===== src/hdl/segment_intersection_test_unit_defines.svh =====
// Assertion macros for the segment intersection test unit.
`ifndef SEGMENT_INTERSECTION_TEST_UNIT_DEFINES_SVH
`define SEGMENT_INTERSECTION_TEST_UNIT_DEFINES_SVH

`ifndef SYNTHESIS
`define SIT_ASSERT_NEXT(label, clk, rst, ante, cons) \
   label: assert property (@(posedge clk) disable iff (rst) (ante) |=> (cons)) \
      else $error("next-cycle check failed");
`define SIT_ASSERT_SAME(label, clk, rst, ante, cons) \
   label: assert property (@(posedge clk) disable iff (rst) (ante) |-> (cons)) \
      else $error("same-cycle check failed");
`else
`define SIT_ASSERT_NEXT(label, clk, rst, ante, cons)
`define SIT_ASSERT_SAME(label, clk, rst, ante, cons)
`endif

`endif


===== src/hdl/sit_pkg.sv =====
`timescale 1ns / 1ps

package sit_pkg;

   localparam int COORD_BITS = 24;
   localparam int ID_BITS    = 16;
   localparam int DIFF_BITS  = COORD_BITS + 1;
   localparam int PROD_BITS  = 2 * DIFF_BITS;
   localparam int DET_BITS   = PROD_BITS + 1;

   localparam int REQ_RAW_BITS  = 4 * ID_BITS + 8 * COORD_BITS;
   localparam int REQ_DATA_BITS = ((REQ_RAW_BITS + 7) / 8) * 8;
   localparam int RSP_DATA_BITS = 8;
   localparam int ORIENT_COUNT  = 4;

   typedef logic        [ID_BITS-1:0]    id_type;
   typedef logic signed [COORD_BITS-1:0] coord_type;
   typedef logic signed [DIFF_BITS-1:0]  diff_type;
   typedef logic signed [PROD_BITS-1:0]  prod_type;
   typedef logic signed [DET_BITS-1:0]   det_type;

   typedef struct packed {
      coord_type x;
      coord_type y;
   } point_type;

   typedef struct packed {
      diff_type x;
      diff_type y;
   } vec_type;

   typedef struct packed {
      id_type    a_id;
      id_type    b_id;
      id_type    c_id;
      id_type    d_id;
      point_type a;
      point_type b;
      point_type c;
      point_type d;
   } seg_pair_type;

   typedef struct packed {
      vec_type   [ORIENT_COUNT-1:0] u;
      vec_type   [ORIENT_COUNT-1:0] v;
      point_type a_lo;
      point_type a_hi;
      point_type c_lo;
      point_type c_hi;
      logic      shared_id;
   } prep_type;

   typedef struct packed {
      prod_type [2*ORIENT_COUNT-1:0] prod;
      logic     box_meet;
      logic     shared_id;
   } prod_stage_type;

   typedef struct packed {
      logic [ORIENT_COUNT-1:0] neg;
      logic [ORIENT_COUNT-1:0] zero;
      logic                    box_meet;
      logic                    shared_id;
   } sign_type;

   function automatic vec_type vec_sub(point_type p, point_type o);
      vec_type r;
      r.x = diff_type'(p.x) - diff_type'(o.x);
      r.y = diff_type'(p.y) - diff_type'(o.y);
      return r;
   endfunction

endpackage


===== src/hdl/sit_prep.sv =====
`timescale 1ns / 1ps

module sit_prep import sit_pkg::*; (
   input  logic         clock,
   input  logic         reset,
   input  logic         in_valid,
   output logic         in_ready,
   input  seg_pair_type in_data,
   output logic         out_valid,
   input  logic         out_ready,
   output prep_type     out_data
);

   logic     valid_ff;
   logic     valid_in;
   prep_type data_ff;
   prep_type data_in;
   logic     load;

   assign in_ready = !valid_ff || out_ready;
   assign load     = in_valid && in_ready;
   assign valid_in = load ? 1'b1 : (valid_ff && !out_ready);

   always_comb begin
      data_in.u[0] = vec_sub(in_data.b, in_data.a);
      data_in.v[0] = vec_sub(in_data.c, in_data.a);
      data_in.u[1] = vec_sub(in_data.b, in_data.a);
      data_in.v[1] = vec_sub(in_data.d, in_data.a);
      data_in.u[2] = vec_sub(in_data.d, in_data.c);
      data_in.v[2] = vec_sub(in_data.a, in_data.c);
      data_in.u[3] = vec_sub(in_data.d, in_data.c);
      data_in.v[3] = vec_sub(in_data.b, in_data.c);

      data_in.a_lo.x = (in_data.a.x < in_data.b.x) ? in_data.a.x : in_data.b.x;
      data_in.a_hi.x = (in_data.a.x < in_data.b.x) ? in_data.b.x : in_data.a.x;
      data_in.a_lo.y = (in_data.a.y < in_data.b.y) ? in_data.a.y : in_data.b.y;
      data_in.a_hi.y = (in_data.a.y < in_data.b.y) ? in_data.b.y : in_data.a.y;
      data_in.c_lo.x = (in_data.c.x < in_data.d.x) ? in_data.c.x : in_data.d.x;
      data_in.c_hi.x = (in_data.c.x < in_data.d.x) ? in_data.d.x : in_data.c.x;
      data_in.c_lo.y = (in_data.c.y < in_data.d.y) ? in_data.c.y : in_data.d.y;
      data_in.c_hi.y = (in_data.c.y < in_data.d.y) ? in_data.d.y : in_data.c.y;

      data_in.shared_id = (in_data.a_id == in_data.b_id) || (in_data.a_id == in_data.c_id) ||
                          (in_data.a_id == in_data.d_id) || (in_data.b_id == in_data.c_id) ||
                          (in_data.b_id == in_data.d_id) || (in_data.c_id == in_data.d_id);
   end

   always_ff @(posedge clock) begin
      if (reset) begin
         valid_ff <= 1'b0;
      end else begin
         valid_ff <= valid_in;
      end
   end

   always_ff @(posedge clock) begin
      if (load) begin
         data_ff <= data_in;
      end
   end

   assign out_valid = valid_ff;
   assign out_data  = data_ff;

endmodule


===== config.mk =====
export PLATFORM = sky130hd
export DESIGN_NAME = sit_prep
export DESIGN_NICKNAME = d
export VERILOG_FILES = /design/src/hdl/segment_intersection_test_unit_defines.svh /design/src/hdl/sit_pkg.sv /design/src/hdl/sit_prep.sv
export SDC_FILE = /design/constraint.sdc
export NUM_CORES = 1
export LEC_CHECK = 0
export ABC_AREA = 1
export BUFFER_PORTS_ARGS = -buffer_cell sky130_fd_sc_hd__buf_2
export CORE_AREA = 2 2 336 338
export DETAILED_ROUTE_END_ITERATION = 8
export DIE_AREA = 0 0 338 340
export PLACE_DENSITY_LB_ADDON = 0.2
export RECOVER_POWER = 100
export REMOVE_ABC_BUFFERS = 1
export SYNTH_ARGS = -nofsm -noshare
export SYNTH_HDL_FRONTEND = slang
export SYNTH_SLANG_ARGS = --single-unit

===== constraint.sdc =====
create_clock -name clock -period 60.2 [get_ports clock]
set_input_delay 9.03 -clock clock [delete_from_list [all_inputs] [get_ports clock]]
set_output_delay 9.03 -clock clock [all_outputs]
set_load 0.005 [all_outputs]

Yosys cells after proc, flatten, opt, wreduce, memory -nomap -nowiden
Index checks and enable logic that the tools add are counted.
{ "classes": {"add_sub_neg": 12, "multipliers": 0, "div": 0, "magnitude_cmp": 4, "eq_ne": 6, "shifts": 0, "muxes": 9, "n_bitwise": 0, "n_reduce_logical": 10} }
{ "ops": {"columns": ["operator", "n"], "rows": [
  ["subtractor 24 x 24 -> 25 bit", 12],
  ["two-way mux 24 bit", 8],
  ["== test 16 bit", 6],
  ["less-than comparator 24 bit", 4],
  ["logical OR 1 bit", 6],
  ["logical AND 1 bit", 2],
  ["logical NOT 1 bit", 2],
  ["two-way mux 1 bit", 1]
]} }
{ "word_totals": {"ff_bits": 494, "latch_bits": 0, "ramBits": 0, "mem_bits_ro": 0, "inputBits": 260, "word_cells": 63, "memories": 0} }

Longest topological paths before layout
Gate-level depths: netlist (run 1).
{ "logic_depth": {"ltp_word": 6, "depth_mapped": 16} }

Worst setup path before layout (run 1)
OpenSTA, ideal clock, no wires.
{ "synth_timing": {"path_type": "in2reg", "start": "input port in_valid", "end": "register data_ff, in the netlist out_data[0], enable pin", "setup_time_ns": 1.508, "t_arrival_ns": 32.570, "required_time_ns": 58.692, "setup_slack_ns": 26.122, "path_stages": 2, "path_cell_list": "inv_1 -> a21oi_1"} }
{ "synth_via": {"elab_chain_len": 1} }
{ "synth_rtl": {"columns": ["element", "line", "text"], "rows": [
  ["start, declared", "sit_prep.sv:6", "input logic in_valid,"],
  ["logical AND 1 bit", "sit_prep.sv:21", "assign load = in_valid && in_ready;"],
  ["named net load", "sit_prep.sv:18", "logic load;"],
  ["end signal, assigned", "sit_prep.sv:58", "data_ff <= data_in;"],
  ["end, declared", "sit_prep.sv:16", "prep_type data_ff;"]
]} }
The timed path passes the listed nets, and every way through them passes these cells.
A chain may end at the register's enable or synchronous reset.

Worst setup path after layout (run 1)
{ "layout_timing": {"start": "input port in_valid", "end": "register data_ff, in the netlist out_data[272], enable pin"} }
Same word-level chain as after synthesis.

==> results of run 1 <==
layer usage:
metal	track usage [%]	share of wire, %
met4	8.917	3.5
met3	6.090	7.7
met2	48.56	49
met1	34.77	40
met5	0	0.022
where the power goes:
part           leakage, nW  internal, W  total, W  switching, W
logic                 14.0     0.000109  0.000352      0.000243
clock network        0.920     0.000206  0.000365      0.000158
registers             4.79     0.000443  0.000464     0.0000211
critical path: stages:
cell and delay, ns:
buf_2 0.08, inv_1 0.05, a21oi_1 2.21, clkbuf_1 2.05
clkbuf_1 6.40, clkbuf_1 2.36
synth_stat cells (4+ instances only):
master    instances
o21ai_0         129
fa_1             12
a31oi_1          16
nand2_2           7
ha_1            288
nor2_1          348
and2_1           10
buf_4           121
buf_6             9
buf_2            45
a21o_1            9
nand3b_1          4
edfxtp_1        491
nand4_1         237
inv_1           498
xor2_1          187
a21oi_1         299
a21boi_0         15
nor4_1            7
clkbuf_1         32
or2_2            12
nand2_1        1345
o21a_1           13
nand3_1         142
o21ai_1          13
nand3_2          15
xnor2_1         106
o21bai_1         46
nor3_1           56
flip-flops by register name, indices dropped and copies added (netlist names):
name and cells:
out_data 491, out_valid 1
worst min-delay path by stage:
stage                         start   endpoint  slack (ns)  cells past startpoint
after floorplan           out_valid  out_valid        0.51                      2
after global placement    out_valid  out_valid        0.56                      2
after detailed placement  out_valid  out_valid        0.54                      2
after CTS                 out_valid  out_valid        0.55                      2
after global routing      out_valid  out_valid        0.56                      2
final                     out_valid  out_valid        0.52                      2
cells by family (layout without fill, tap and decap cells):
| kind of cell | Yosys count | in the layout | share of synthesized area [%] |
|---|---|---|---|
| AO/OA/AOI/OAI | 548 | 548 | 8.146 |
| XOR/XNOR | 293 | 293 | 6.982 |
| adder cells (fa/ha/maj) | 300 | 300 | 10.46 |
| buffers and inverters | 710 | 1478 | 8.834 |
| flip-flops | 492 | 492 | 40.17 |
| other | 0 | 7 | 0 |
| AND/OR/NAND/NOR | 2198 | 2198 | 25.41 |
cells in the final DEF (no fill, tap or decap), drive strengths merged:
master | Yosys | final
nor2 | 351 | 351
a21oi | 301 | 301
xor2 | 187 | 187
nand3b | 4 | 4
nand2b | 3 | 3
nand4 | 237 | 237
dfxtp | 1 | 1
bufinv | 0 | 5
edfxtp | 491 | 491
or2 | 15 | 15
clkinv | 0 | 25
nor3b | 1 | 1
inv | 498 | 504
clkbuf | 35 | 495
diode | 0 | 7
o21ai | 143 | 143
a31oi | 16 | 16
and2 | 10 | 10
buf | 177 | 444
o21a | 13 | 13
ha | 288 | 288
nand3 | 157 | 157
o21bai | 46 | 46
a211oi | 3 | 3
nand2 | 1352 | 1352
nor4 | 7 | 7
a21boi | 15 | 15
o31ai | 2 | 2
nor3 | 59 | 59
fa | 12 | 12
a21o | 9 | 9
xnor2 | 106 | 106
clkinvlp | 0 | 5
and3 | 2 | 2
layout make-up:
type	count	area, um^2
Timing Repair Buffer	871	3837
Sequential cell	492	14760
Tap cell	1500	1877
Multi-Input combinational cell	3339	18680
Inverter	498	1869
Fill cell	11860	68610
Antenna cell	7	17.52
Clock inverter	41	361.6
Clock buffer	68	1553
metrics by stage:
stage / total power (W) / util, % / cell area [um^2] / worst slack [ns]
final: 0.001180 / 38.51 / 42960 / 38.04
after global routing: 0.001238 / 38.50 / 42950 / 36.65
after CTS: 0.001194 / 39.10 / 43630 / 41.72
after detailed placement: 0.0008243 / 37.38 / 41710 / 41.72
after global placement: 0.0008252 / 37.38 / 41710 / 41.71
after floorplan: 0.0006612 / - / 35380 / 26.12
==> reports/metrics.cfg, run 1 <==
[synthesis]
syn_inst = 4541
synth_ff_type = edfxtp_1
synth-edff-count = 491
ys_seq_area_share_pct = 40.17
yosysTopAreaCell = edfxtp_1
avgSynthCellArea_um2 = 8.094
async_reset_ff_share_pct = 0
yosysWarningCount = 0
synthTopCellsByArea = edfxtp_1, nand2_1, ha_1, inv_1, xor2_1
ys_types = 42
netlist_area_um2 = 36760
synth_top_area_share_pct = 40.11
synth-seq-cells = 492

[global_route]
grt_pass1_wl_um = 232600
grt_usage_pct = 28.14
overflow = 0
first_global_vias = 32140
grt_max_degree = 154
grt_antenna_before_repair = 14

[cts]
cts_tree = built
cts_buffer_depth = 3
post_cts_resized = 0
cts_buffers = 61
clk_latency_ns = 0.68
path_clk_slew_ns = 0.06
clock-root-buffer = clkbuf_16
clock_sinks = 492
ctsHtreeMaxLevel = 2
hold_buffers = 0
post_cts_buffers = 0

[floorplanning]
die_area_um2 = 114900
initial_utilization_pct = 32.94
num_rows = 123
die_h_um = 340
ioPinCount = 855
fp.dieW_um = 338
core_um2 = 111600

[drt]
firstDrtPassIters = 6
vias_per_cell = 5.060
drt.antenna.violating_nets = 0
post_drt_wl_per_cell_um = 24.67
num_vias = 34490
finalWirelength_um = 168100
drcViolationCount = 0
drt_iter0_markers = 2898

[layout]
syn_to_final_growth_pct = 16.89
nets = 5823
instances_no_fill = 6816
drive_gt1_share_pct = 10.42

[status]
status = complete, but fails checks
violations = capacitance limit, slew limit

[power_and_ir_drop]
leakage_nw = 19.66
ir_worst_vdd_mv = 0.02247
p_per_area_nw_per_um2 = 27.47

[flow_run]
maxCapViolations = 13

[critical_path]
critPathRequiredTime_ns = 60.43
critical_path_peak_fanout = 153
r2r_setup_slack_ns = 46.19
critical_path.endpoint = out_data[272]
crit_type = input pin to flop
rr_worst_depth = 4
startpoint = in_valid
start_kind = input pin
r2r-start = out_valid
r2r_end = out_data[272]
cp-end-kind = flop
critPathArrivalTime_ns = 22.39

[timing]
worst_slew_pin_slew_ns = 9.210
period_minus_slack_ns = 22.16
max_slew_margin_pct = -514.0
finalHoldViolCount = 0
finalCritPeriodShare_pct = 36.82
drv_slew = 848
skew_ns = 0.01953
finalSetupTns_ns = 0
rsz0062_at_grt = false
fmax_mhz = 45.12
whs_ns = 0.5247
setup_violations = 0

[place]
port_buffers = 854
place_hpwl_um = 137900
dp.cells = 6700
place_congestion = 0.9690

[hold_path]
hold_path.class = flop to flop

No activity file was read; power rests on OpenSTA's default activity.
==> inputs of run 2 (changes only) <==
- ABC_AREA: 1 -> 0
- CORE_AREA: 2 2 336 338 -> 2 2 335 337
- DIE_AREA: 0 0 338 340 -> 0 0 337 339
- clock period: 60.2 -> 20.4 ns (I/O delays scaled with it)
==> reports/metrics.cfg, run 2 <==
[timing]
finalSetupTns_ns = 0
rsz0062_at_grt = false
max_slew_margin_pct = -495.6
fmax_mhz = 78.86
worst_slew_pin_slew_ns = 8.934
finalHoldViolCount = 0
finalCritPeriodShare_pct = 62.16
setup_violations = 0
skew_ns = 0.01849
drv_slew = 698
period_minus_slack_ns = 12.68

[drt]
num_vias = 26680
drt_iter0_markers = 1498
finalWirelength_um = 127700
vias_per_cell = 5.028
post_drt_wl_per_cell_um = 24.05
drcViolationCount = 0
drt.antenna.violating_nets = 0
firstDrtPassIters = 5

[power_and_ir_drop]
p_per_area_nw_per_um2 = 84.94
clkPwrFrac_pct = 33.8
p_seq_share_pct = 39.8
power_switching_w = 0.001064
swShare_pct = 31.29
p_int_w = 0.002338
p_comb_share_pct = 26.4
ir_worst_vdd_mv = 0.06052
leakage_nw = 16.41

[critical_path]
critPathRequiredTime_ns = 20.40
crit_type = input pin to flop
cp_slowest_cell = clkbuf_1
cp_top_family = buffers and inverters
cp-end-kind = flop
critical_path_peak_fanout = 158
worstSetupPathDepth = 4
cpPeakStageDelay_ns = 6.23
r2r_setup_slack_ns = 9.91
start_kind = input pin
cp_num_buf_inv = 2
rr_worst_depth = 3
crit_chain = buf_2 -> nand2b_1 -> and2_0 -> clkbuf_1
critPathArrivalTime_ns = 12.68

[global_route]
grt_usage_pct = 21.59
grt_max_degree = 159
overflow = 0
first_global_vias = 27000
grt_pass1_wl_um = 182100
grt_antenna_before_repair = 6

[floorplanning]
die_h_um = 339
num_rows = 122
initial_utilization_pct = 30.31
core_um2 = 110400
fp.dieW_um = 337
die_area_um2 = 114200
ioPinCount = 855

[layout]
fin_util_pct = 36.29
nFillCells = 11380
final_cell_mix = buf_2, edfxtp_1, clkbuf_1
drive_gt1_share_pct = 19.75
instances_no_fill = 5307
syn_to_final_growth_pct = 19.73
largest_reg_flops = 491
nets = 4330
seqCellArea_um2 = 14760
multi_input_area_um2 = 16840
final_common_cell = buf_2

[cts]
cts_tree = built
cts_buffer_depth = 3
post_cts_buffers = 0
clock_sinks = 492
ctsHtreeMaxLevel = 2
cts_buffers = 60
clk_latency_ns = 0.66
hold_buffers = 0
clock-root-buffer = clkbuf_16
post_cts_resized = 0
path_clk_slew_ns = 0.06

[synthesis]
yosysTopAreaCell = edfxtp_1
synth-seq-cells = 492
synth_ff_type = edfxtp_1
syn_inst = 3024
synthTopCellsByArea = edfxtp_1, ha_1, xnor2_1, mux2_2, a21oi_1
netlist_area_um2 = 33450
ys_seq_area_share_pct = 44.13
synth-edff-count = 491
yosysWarningCount = 0
async_reset_ff_share_pct = 0
synth.most_common_cell = edfxtp_1
synth_top_area_share_pct = 44.07
ys_types = 78
avgSynthCellArea_um2 = 11.06
synthTopCellsByCount = edfxtp_1, ha_1, xnor2_1

[place]
port_buffers = 854
place_hpwl_um = 103700
dp.cells = 5196
place_congestion = 0.8990

[flow_run]
maxCapViolations = 10

[hold_path]
hold_depth = 2
hold_path.class = flop to flop

[status]
status = complete, but fails checks
violations = capacitance limit, slew limit

run 2: kinds of logic (layout without fill, tap and decap cells):
kind of cell / count (synthesis) / count (layout) / share of synthesized area [%]
compound gates: 749 / 749 / 14.86
flops: 492 / 492 / 44.13
fa+ha+maj: 300 / 300 / 11.49
buf+inv: 356 / 1150 / 5.419
simple gates: 611 / 611 / 9.201
xor+xnor: 322 / 322 / 8.430
mux: 194 / 194 / 6.467
other cells: 0 / 1 / 0
run 2: power by group through the flow:
| stage | Sequential [W] | Clock (W) | Combinational (W) |
|---|---|---|---|
| after floorplan | 0.00138 | 0 | 0.000498 |
| after global placement | 0.00136 | 0 | 0.000921 |
| after detailed placement | 0.00136 | 0 | 0.000919 |
| after CTS | 0.00134 | 0.00118 | 0.000926 |
| after global routing | 0.00136 | 0.00121 | 0.000983 |
| final | 0.00135 | 0.00115 | 0.000899 |
run 2: layer usage:
metal / GRT usage [%] / routed length [um] / share of wire (%) / vias to the layer above
met3: 3.415 / 7369 / 5.8 / 161
met1: 25.42 / 50780 / 40 / 12980
met5: 0 / 13 / 0.010 / -
met2: 39.46 / 65220 / 51 / 891
met4: 7.217 / 4270 / 3.3 / 2
li1: - / - / - / 12650
run 2: area by class of cell:
class | instances | share of cell area (%)
multi-input combinational | 2176 | 42.05
tap | 1488 | 4.648
sequential | 492 | 36.86
inverter | 176 | 1.649
clock buffer | 67 | 3.867
timing repair buffer | 864 | 9.644
antenna | 1 | 0.006248
clock inverter | 43 | 1.275
run 2: worst min-delay path: cells and delay by family (launching register included):
family,cells,cell delay [ns]
simple gates,1,0.10
compound gates,1,0.07
flops,1,0.31
run 2: worst paths after layout:
kind,endpoint,start
worst max-delay path,out_data[4],out_ready
worst min-delay path,out_valid,out_valid
worst max register to register,out_data[4],out_valid
worst min register to register,out_valid,out_valid
run 2: metrics by stage:
step	hold WS (ns)	worst slack, ns	power [W]	area, um^2
6_report	0.5247	7.719	0.003402	40050
5_1_grt	0.5446	6.805	0.003562	40050
4_1_cts	0.5279	13.73	0.003445	40640
3_5_place_dp	0.5205	13.04	0.002278	38580
3_3_place_gp	0.5067	13.09	0.002281	38580
2_1_floorplan	0.5225	5.153	0.001882	32300
