**config.mk**
```make
export PLATFORM = sky130hd
export DESIGN_NAME = sit_decide
export DESIGN_NICKNAME = d
export VERILOG_FILES = /design/src/hdl/segment_intersection_test_unit_defines.svh /design/src/hdl/sit_pkg.sv /design/src/hdl/sit_decide.sv
export SDC_FILE = /design/constraint.sdc
export NUM_CORES = 1
export LEC_CHECK = 0
export BUFFER_PORTS_ARGS = -buffer_cell sky130_fd_sc_hd__clkbuf_2
export CAP_MARGIN = 20
export CORE_AREA = 5 5 42 44
export DETAILED_ROUTE_END_ITERATION = 7
export DIE_AREA = 0 0 47 49
export PLACE_DENSITY_LB_ADDON = 0.25
export SLEW_MARGIN = 20
export SYNTH_ARGS = -nofsm -noshare
export SYNTH_HDL_FRONTEND = slang
export SYNTH_SLANG_ARGS = --single-unit
```
**constraint.sdc**
```tcl
create_clock -name clock -period 1.3 [get_ports clock]
set_input_delay 0.13 -clock clock [delete_from_list [all_inputs] [get_ports clock]]
set_output_delay 0.13 -clock clock [all_outputs]
set_load 0.01 [all_outputs]
```
**src/hdl/segment_intersection_test_unit_defines.svh**
```systemverilog
// Assertion macros for the segment intersection test unit.
`ifndef SEGMENT_INTERSECTION_TEST_UNIT_DEFINES_SVH
`define SEGMENT_INTERSECTION_TEST_UNIT_DEFINES_SVH

`ifndef SYNTHESIS
`define SIT_ASSERT_NEXT(label, clk, rst, ante, cons) \
   label: assert property (@(posedge clk) disable iff (rst) (ante) |=> (cons)) \
      else $error("next-cycle check failed");
`define SIT_ASSERT_SAME(label, clk, rst, ante, cons) \
   label: assert property (@(posedge clk) disable iff (rst) (ante) |-> (cons)) \
      else $error("same-cycle check failed");
`else
`define SIT_ASSERT_NEXT(label, clk, rst, ante, cons)
`define SIT_ASSERT_SAME(label, clk, rst, ante, cons)
`endif

`endif

```
**src/hdl/sit_pkg.sv**
```systemverilog
`timescale 1ns / 1ps

package sit_pkg;

   localparam int COORD_BITS = 24;
   localparam int ID_BITS    = 16;
   localparam int DIFF_BITS  = COORD_BITS + 1;
   localparam int PROD_BITS  = 2 * DIFF_BITS;
   localparam int DET_BITS   = PROD_BITS + 1;

   localparam int REQ_RAW_BITS  = 4 * ID_BITS + 8 * COORD_BITS;
   localparam int REQ_DATA_BITS = ((REQ_RAW_BITS + 7) / 8) * 8;
   localparam int RSP_DATA_BITS = 8;
   localparam int ORIENT_COUNT  = 4;

   typedef logic        [ID_BITS-1:0]    id_type;
   typedef logic signed [COORD_BITS-1:0] coord_type;
   typedef logic signed [DIFF_BITS-1:0]  diff_type;
   typedef logic signed [PROD_BITS-1:0]  prod_type;
   typedef logic signed [DET_BITS-1:0]   det_type;

   typedef struct packed {
      coord_type x;
      coord_type y;
   } point_type;

   typedef struct packed {
      diff_type x;
      diff_type y;
   } vec_type;

   typedef struct packed {
      id_type    a_id;
      id_type    b_id;
      id_type    c_id;
      id_type    d_id;
      point_type a;
      point_type b;
      point_type c;
      point_type d;
   } seg_pair_type;

   typedef struct packed {
      vec_type   [ORIENT_COUNT-1:0] u;
      vec_type   [ORIENT_COUNT-1:0] v;
      point_type a_lo;
      point_type a_hi;
      point_type c_lo;
      point_type c_hi;
      logic      shared_id;
   } prep_type;

   typedef struct packed {
      prod_type [2*ORIENT_COUNT-1:0] prod;
      logic     box_meet;
      logic     shared_id;
   } prod_stage_type;

   typedef struct packed {
      logic [ORIENT_COUNT-1:0] neg;
      logic [ORIENT_COUNT-1:0] zero;
      logic                    box_meet;
      logic                    shared_id;
   } sign_type;

   function automatic vec_type vec_sub(point_type p, point_type o);
      vec_type r;
      r.x = diff_type'(p.x) - diff_type'(o.x);
      r.y = diff_type'(p.y) - diff_type'(o.y);
      return r;
   endfunction

endpackage

```
**src/hdl/sit_decide.sv**
```systemverilog
`timescale 1ns / 1ps

module sit_decide import sit_pkg::*; (
   input  logic     clock,
   input  logic     reset,
   input  logic     in_valid,
   output logic     in_ready,
   input  sign_type in_data,
   output logic     out_valid,
   input  logic     out_ready,
   output logic     crosses
);

   logic valid_ff;
   logic valid_in;
   logic crosses_ff;
   logic crosses_in;
   logic load;
   logic collinear;
   logic split_first;
   logic split_second;

   assign in_ready = !valid_ff || out_ready;
   assign load     = in_valid && in_ready;
   assign valid_in = load ? 1'b1 : (valid_ff && !out_ready);

   always_comb begin
      collinear    = in_data.zero[2] && in_data.zero[3];
      split_first  = (in_data.neg[0] != in_data.neg[1]) || (in_data.zero[0] != in_data.zero[1]);
      split_second = (in_data.neg[2] != in_data.neg[3]) || (in_data.zero[2] != in_data.zero[3]);
      if (in_data.shared_id) begin
         crosses_in = 1'b0;
      end else if (collinear) begin
         crosses_in = in_data.box_meet;
      end else begin
         crosses_in = split_first && split_second;
      end
   end

   always_ff @(posedge clock) begin
      if (reset) begin
         valid_ff <= 1'b0;
      end else begin
         valid_ff <= valid_in;
      end
   end

   always_ff @(posedge clock) begin
      if (load) begin
         crosses_ff <= crosses_in;
      end
   end

   assign out_valid = valid_ff;
   assign crosses   = crosses_ff;

endmodule

```
; ---- Yosys cells after proc, flatten, opt, wreduce, memory -nomap -nowiden
; Cells that the tools add are included.
[totals]
ff_bits = 2
input_bits = 14
out_inout_bits = 3
[classes]
n_eq_ne = 4
mux = 2
reduce_logical = 9
[ops]
columns = op, n
row1 = 1-bit logical AND, 4
row2 = 1-bit inequality test, 4
row3 = 1-bit logical OR, 3
row4 = 1-bit logical NOT, 2
row5 = 1-bit two-way mux, 2

; ---- Longest topological paths before layout
; Gate-level depths: netlist (run 1).
[logic_depth]
ltp_word = 4
mapped_depth = 3
ltp_nobuf = 3

; ---- Worst setup path after synthesis (run 1)
; Ideal clock, no wire load.
[synth_path]
path_type = input -> register
from = input in_data[4] (netlist bit)
to = register crosses_ff (netlist: crosses), data pin
t_arrival_ps = 658
t_required_ps = 1035
setup_slack_ps = 376
path_stages = 3
n_path_buf = 0
cell_sequence = ha_1 -> nor3_1 -> a2111oi_2
[synth_via]
elab_chain_cells = 4
elab_cells_between_ends = 5
classes_between = 1 x eq/ne / 1 x mux / 3 x reduce/logical
[synth_lines]
columns = element, line_no
row1 = from (decl), sit_decide.sv:8  ; input sign_type in_data,
row2 = 1-bit inequality test, sit_decide.sv:30  ; split_second = (in_data.neg[2] != in_data.neg[3]) || (in_data.zero[2] != in_data.zero[3]);
row3 = 1-bit logical OR, sit_decide.sv:30
row4 = 1-bit logical AND, sit_decide.sv:36  ; crosses_in = split_first && split_second;
row5 = 1-bit two-way mux (*), sit_decide.sv:33  ; end else if (collinear) begin
row6 = to (signal assigned), sit_decide.sv:50  ; crosses_ff <= crosses_in;
row7 = to (decl), sit_decide.sv:16  ; logic crosses_ff;
; Every way passes the cells marked *; elsewhere a longest branch is shown, timed or not.
; A chain may end at the register's enable or synchronous reset.

; ---- Worst setup path in the final report (run 1)
[layout_path]
from = register valid_ff (netlist: out_valid)
to = output in_ready
[layout_via]
elab_chain_cells = 2
[layout_lines]
columns = element, line_no
row1 = from (decl), sit_decide.sv:14  ; logic valid_ff;
row2 = from (signal assigned), sit_decide.sv:44  ; valid_ff <= valid_in;
row3 = 1-bit logical NOT, sit_decide.sv:23  ; assign in_ready = !valid_ff || out_ready;
row4 = 1-bit logical OR, sit_decide.sv:23
row5 = to (decl), sit_decide.sv:7  ; output logic in_ready,
; No other way between the ends.

==> out/metrics.cfg, run 1 <==
[setup_path]
worstPathMaxFanout = 3
start_kind = flop
crit_start = out_valid$_SDFF_PP0_
endpoint_kind = output pin
timing.rr.start = out_valid$_SDFF_PP0_
crit_type = reg2out
cp.arrival_ps = 760
regToRegSetupSlack_ps = 480
crit_required_ps = 1170

[global_route]
grt_usage_pct = 5.42
overflow = 0
grt_pass1_vias = 211
antenna_found_initial = 0
grt_pass1_wl_um = 765
grt_max_degree = 4

[finish]
nFillCells = 164
nNetsFinal = 50
layout.cells.non_filler = 50
diodes = 0
syn_to_final_growth_pct = 91.0
drive_gt1_share_pct = 58.8
final_common_cell = clkbuf_2
mostFrequentLayoutCells = clkbuf_2 (16), xor2_1 (3), clkbuf_4 (3)

[placed_design]
port_buffers = 16
dp_hpwl_um = 380
place_congestion = 0.622
dp.cells = 46

[floorplanning]
dieArea_sq_um = 2300
rows = 14
initial_core_util_pct = 9.91
pin_count = 17
die_height_um = 49
die_x_um = 47
coreArea_sq_um = 1400

[sta]
finalMaxSlewViolations = 0
tightest_slew_ps = 255
rsz0062_at_grt = no
fin_crit_sh_pct = 68.6
relSlewSlack_pct = 83.0
fin_crit_ps = 892
fmax_ghz = 1.12
hold_viol = 0
setup_viol = 0
tns_ps = 0
skew_ps = 8.18

[cts]
clock_path_buffers = 2
clk_latency_ps = 230
cts.clk_slew.worst_paths_ps = 30
cts_tree = built
clock_sinks = 2
cts_root_buffer = clkbuf_4
post_cts_buffers = 0
cts_buffers = 3
htree_levels = 1
cts_hold_buf = 0
cts-resized-gates = 0

[synthesis]
synth_top_family_by_area = XOR/XNOR gates
synthMuxAreaShare_pct = 0
synth_fa_ha_area_share_pct = 9.01
synth_compound_area_share_pct = 14.4
syn_area_sq_um = 139
syn-instance-count = 14
synth_xor_area_share_pct = 18.9
syn_area_per_cell_sq_um = 9.92
ys_types = 10
synth_fp_nets = 29
synthSimpleGateAreaFrac_pct = 16.2
yosysSeqAreaShare_pct = 36.0
synth_warnings = 0
ys_ff_latch = 2

[power_and_ir_drop]
p_switching_uw = 63.6
power_frac_comb_pct = 19.3
power_switching_share_pct = 22.6
p_leak_uw = 0.000141
vdd_ir_drop_max_uv = 268
clockPowerShare_pct = 54.3
p_int_uw = 217
p_per_area_nw_per_um2 = 1060
p_seq_share_pct = 26.3

[detailed_routing]
vias_per_cell = 3.40
dr.pass1.iters = 1
routed_wl_um = 406
drt-initial-drc-count = 0
remaining_drc_errors = 0
postRouteAntennaNets = 0
vias = 170
wl_per_cell_um = 8.12

[min_path]
min_from = reset
hold_path.class = in2reg

[status]
status = complete, no violations

[flow_run]
max-cap-violations = 0

==> state kept, by name, indices dropped and copies added (netlist names) <==
name,count
out_valid,1
crosses,1
==> layout make-up <==
type                       count  area (sq um)  area share (%)
clock buffer                   4          26.3            9.91
sequential                     2          50.0            18.9
inverter                       2          7.51            2.83
tap                           16          20.0            7.55
multi-input combinational     10          81.3            30.7
timing repair buffer          16          80.1            30.2
==> cells in the mapped netlist, drive strengths merged <==
library cell  count  area (sq um)
nor3              2          10.0
inv               2          7.51
dfxtp             1          20.0
ha                1          12.5
a2111oi           1          15.0
edfxtp            1          30.0
and2              1          6.26
a21oi             1          5.00
xor2              3          26.3
nand2b            1          6.26
==> metrics by stage <==
stage               total power, uW  hold slack [ps]  worst slack (ps)  util (%)  instance area, sq um
floorplan                       100              199               376         -                   139
global placement                129              289               270      17.1                   239
detailed placement              130              292               249      17.1                   239
CTS                             292             54.4               394      18.9                   265
global route                    315             52.7               329      18.9                   265
finish                          281             62.2               408      18.9                   265
==> cell families (layout without fill, tap and decap cells) <==
kind of cell / after synthesis / after routing
AND/OR/NAND/NOR: 4 / 4
flip-flops: 2 / 2
XOR/XNOR: 3 / 3
AO/OA/AOI/OAI: 2 / 2
buffers and inverters: 2 / 22
adder cells (fa/ha/maj): 1 / 1
==> metal layers <==
layer,share of wire [%],global-route usage (%),routed length (um)
met1,40,5.71,162
met2,35,4.75,141
met3,25,7.75,102
met4,0,4.15,0
met5,0,0,0
==> power by group through the flow <==
| stage | combinational [uW] | sequential, uW | clock, uW |
|---|---|---|---|
| floorplan | 22.9 | 77.5 | 0 |
| global placement | 54.7 | 74.8 | 0 |
| detailed placement | 55.6 | 74.9 | 0 |
| CTS | 55.7 | 74.0 | 162 |
| global route | 61.8 | 74.7 | 178 |
| finish | 54.4 | 73.9 | 153 |
==> critical path, cell delays in order (launching register included) <==
cell	delay (ps)
dfxtp_1	300
nand2b_1	100
clkbuf_2	140
==> final timing paths <==
path / end / cells after the start
worst min register to register: out_valid$_SDFF_PP0_ / 2
worst min-delay path: out_valid$_SDFF_PP0_ / 2
worst max-delay path: in_ready / 2
worst max register to register: crosses$_SDFFCE_PP0P_ / 2
(Power assumes the default switching activity.)
==> inputs of run 2 (changes only) <==
==> constraint.sdc (replaced) <==
create_clock -name clock -period 0.9 [get_ports clock]
set_input_delay 0.09 -clock clock [delete_from_list [all_inputs] [get_ports clock]]
set_output_delay 0.09 -clock clock [all_outputs]
set_load 0.01 [all_outputs]
==> out/metrics.cfg, run 2 (synthesis gave the netlist of run 1 again) <==
[power_and_ir_drop]
p_seq_share_pct = 26.5
p_int_uw = 320
power_frac_comb_pct = 20.3
p_leak_uw = 0.000150
p_per_area_nw_per_um2 = 1450
vdd_ir_drop_max_uv = 459
clockPowerShare_pct = 53.2
p_switching_uw = 92.5
power_switching_share_pct = 22.4

[global_route]
grt_usage_pct = 4.01
overflow = 0
grt_pass1_vias = 169
grt_pass1_wl_um = 572
antenna_found_initial = 0
grt_max_degree = 4

[sta]
setup_viol = 0
fin_crit_sh_pct = 93.6
fin_hold_ws_ps = 86.8
relSlewSlack_pct = 82.8
tightest_slew_ps = 258
fin_crit_ps = 842
finalMaxSlewViolations = 0
skew_ps = 6.27
finalWorstSetupSlack_ps = 58.0
hold_viol = 0
rsz0062_at_grt = no
fmax_ghz = 1.19

[finish]
syn_to_final_growth_pct = 105
diodes = 0
drive_gt1_share_pct = 62.9
mostFrequentLayoutCells = clkbuf_2 (15), xor2_1 (3), clkbuf_4 (3)
nNetsFinal = 51
final_common_cell = clkbuf_2

[flow_run]
max-cap-violations = 0

[placed_design]
dp_hpwl_um = 357
dp_slack_ps = -119
port_buffers = 16
place_congestion = 0.544

[detailed_routing]
vias_per_cell = 3.22
vias = 164
remaining_drc_errors = 0
wl_per_cell_um = 7.73
dr.pass1.iters = 1
postRouteAntennaNets = 0
drt-initial-drc-count = 0
routed_wl_um = 394

[setup_path]
cp_slowest_cell = dfxtp_2
crit_family = flip-flops
max_stage_delay_ps = 340
path_buf_inv = 1
start_kind = flop
crit_type = reg2out
crit_required_ps = 810
endpoint_kind = output pin
cp.arrival_ps = 750
worstPathMaxFanout = 3
worstPathCellList = nand2b_4 -> buf_2

[cts]
cts_tree = built
clock_sinks = 2
clock_path_buffers = 2
cts_buffers = 3
cts_root_buffer = clkbuf_4
cts.clk_slew.worst_paths_ps = 30
htree_levels = 1
clk_latency_ps = 230

[min_path]
hold_path.class = in2reg

[floorplanning]
pin_count = 17
coreArea_sq_um = 1400
initial_core_util_pct = 9.91
dieArea_sq_um = 2300
die_x_um = 47
die_height_um = 49
rows = 14

[status]
status = complete, no violations

-- run 2: layout make-up --
type / instances / area [sq um]
clock buffer: 4 / 26.3
fill: 171 / 1120
inverter: 2 / 7.51
multi-input combinational: 10 / 88.8
sequential: 2 / 51.3
tap: 16 / 20.0
timing repair buffer: 17 / 90.1
-- run 2: power groups by stage --
stage | Combinational, uW | Sequential (uW) | Clock (uW)
CTS | 80.2 | 108 | 232
finish | 83.7 | 109 | 219
detailed placement | 83.1 | 109 | 0
global route | 95.7 | 110 | 248
floorplan | 33.0 | 113 | 0
global placement | 82.0 | 109 | 0
-- run 2: stage by stage --
stage / std cells / util (%) / total power (uW) / setup TNS [ps] / instance area [sq um]
floorplan: 14 / - / 146 / 0 / 140
global placement: 47 / 17.7 / 191 / -112 / 248
detailed placement: 47 / 17.7 / 192 / -119 / 248
CTS: 50 / 19.0 / 420 / 0 / 267
global route: 51 / 20.3 / 454 / 0 / 284
finish: 51 / 20.3 / 412 / 0 / 284
-- run 2: final timing paths --
path	cells past startpoint	end	startpoint	slack (ps)
worst min register to register	2	out_valid$_SDFF_PP0_	out_valid$_SDFF_PP0_	490
worst max register to register	2	crosses$_SDFFCE_PP0P_	out_valid$_SDFF_PP0_	110
worst max-delay path	2	in_ready	out_valid$_SDFF_PP0_	60
worst min-delay path	3	out_valid$_SDFF_PP0_	in_valid	90
-- run 2: routing by layer --
layer  track usage, %  vias to the layer above  part of all wire (%)
met5                0                        -                     0
met4             5.53                        0                     0
met3             3.69                        0                    20
met2             3.39                       14                    41
met1             4.38                       61                    38
li1                 -                       89                     -
-- run 2: what timing repair did --
item                                   in CTS  in global routing
endpoints found under the hold margin       0                  1
setup endpoints to repair                   1                  1
hold buffers                                0                  1
setup buffers                               0                  0
gates resized for setup                     0                  2
-- run 2: tightest hold or removal path, stage by stage --
cell      delay, ps
clkbuf_2         90
inv_1            40
a21oi_1          50
==> inputs of run 3 (changes only) <==
--- a/config.mk
+++ b/config.mk
@@ -15,3 +15,4 @@
 export SYNTH_ARGS = -nofsm -noshare
 export SYNTH_HDL_FRONTEND = slang
 export SYNTH_SLANG_ARGS = --single-unit
+export TNS_END_PERCENT = 100
==> constraint.sdc (replaced) <==
create_clock -name clock -period 0.8 [get_ports clock]
set_input_delay 0.08 -clock clock [delete_from_list [all_inputs] [get_ports clock]]
set_output_delay 0.08 -clock clock [all_outputs]
set_load 0.01 [all_outputs]
==> out/metrics.cfg, run 3 (synthesis gave the netlist of run 1 again) <==
[status]
status = finished with violations
violations = negative setup slack

[cts]
htree_levels = 1
clk_latency_ps = 230
clock_sinks = 2
cts_hold_buf = 0
cts_buffers = 3
cts.clk_slew.worst_paths_ps = 30
clock_path_buffers = 2
cts_root_buffer = clkbuf_4
post_cts_buffers = 0
cts_tree = built

[detailed_routing]
postRouteAntennaNets = 0
dr.pass1.iters = 1
remaining_drc_errors = 0
drt-initial-drc-count = 0
wl_per_cell_um = 7.63
met2_wirelength_um = 124
vias_per_cell = 3.45
vias = 176
met3WireLength_um = 127
wl_met1_um = 137
routed_wl_um = 389
top_layer = met3

[placed_design]
place_congestion = 0.607
post_dp_cell_area_sq_um = 268
port_buffers = 16
dp_slack_ps = -138
dp_hpwl_um = 355

[power_and_ir_drop]
vdd_ir_drop_max_uv = 498
p_per_area_nw_per_um2 = 1570
p_leak_uw = 0.000156

[floorplanning]
die_x_um = 47
die_height_um = 49
rows = 14
dieArea_sq_um = 2300
initial_core_util_pct = 9.91
pin_count = 17
coreArea_sq_um = 1400

[setup_path]
crit_start = out_valid$_SDFF_PP0_
endpoint_kind = output pin
worstPathMaxFanout = 2
r2r-end = crosses$_SDFFCE_PP0P_
timing.rr.start = out_valid$_SDFF_PP0_
crit_type = reg2out
crit_end = in_ready
crit_required_ps = 720
reg2regPathDepth = 2
regToRegSetupSlack_ps = 0
cp.arrival_ps = 830
start_kind = flop

[sta]
skew_ps = 5.29
finalWorstSetupSlack_ps = -110
setup_viol = 1
fmax_ghz = 1.10
rsz0062_at_grt = yes
tightest_slew_ps = 268
finalMaxSlewViolations = 0
tns_ps = -110
fin_crit_ps = 910
hold_viol = 0
fin_hold_ws_ps = 10.2
fin_crit_sh_pct = 114
relSlewSlack_pct = 82.1

[finish]
final_common_cell = clkbuf_2
post-route-util_pct = 21.7
diodes = 0
drive_gt1_share_pct = 74.3
multi_input_area_sq_um = 101
nNetsFinal = 51
syn_to_final_growth_pct = 119
mostFrequentLayoutCells = clkbuf_2 (14), xor2_1 (3), clkbuf_4 (3)
seq_area_sq_um = 51.3
fin_area_sq_um = 304
nFillCells = 166

[min_path]
hold_path.class = in2reg

[global_route]
grt_pass1_wl_um = 614
grt_max_degree = 4
antenna_found_initial = 0
overflow = 0
grt_usage_pct = 4.01
grt_pass1_vias = 186

[flow_run]
max-cap-violations = 0

==> run 3: final cells by class <==
cell class	instances	share of cell area [%]
multi-input combinational	10	33.3
inverter	2	2.47
clock buffer	4	8.64
timing repair buffer	17	32.1
tap	16	6.58
sequential	2	16.9
==> run 3: repair_timing <==
action,in CTS,in global routing
setup endpoints to repair,2,4
resized for setup,1,3
hold endpoints to repair,0,0
==> run 3: power breakdown <==
group          leakage, uW  switching, uW  total [uW]  internal, uW
sequential       0.0000185           4.04         123           119
combinational     0.000123           44.0         108          63.6
clock            0.0000150           61.5         247           185
total             0.000156            110         477           368
==> run 3: how the worst min path moves through the flow <==
stage	start	endpoint	slack, ps	depth (start not counted)
CTS	reset	out_valid$_SDFF_PP0_	3	2
detailed placement	reset	out_valid$_SDFF_PP0_	240	2
global route	reset	out_valid$_SDFF_PP0_	20	2
global placement	reset	out_valid$_SDFF_PP0_	240	2
finish	reset	out_valid$_SDFF_PP0_	10	2
floorplan	reset	out_valid$_SDFF_PP0_	140	1
==> run 3: worst max-delay path, stage by stage (launching register included) <==
cell and delay (ps):
dfxtp_2 340, nand2b_4 60, buf_6 110, buf_6 110
==> run 3: per-stage QoR <==
step | total power (uW) | std cells
6_report | 477 | 51
4_1_cts | 493 | 51
3_5_place_dp | 229 | 47
3_3_place_gp | 230 | 47
5_1_grt | 524 | 51
2_1_floorplan | 177 | 14
==> run 3: layer usage <==
metal  up-vias  GRT usage, %
li1         91             -
met1        66          3.71
met2        19          4.98
met3         0          5.54
met4         0          1.38
met5         -             0
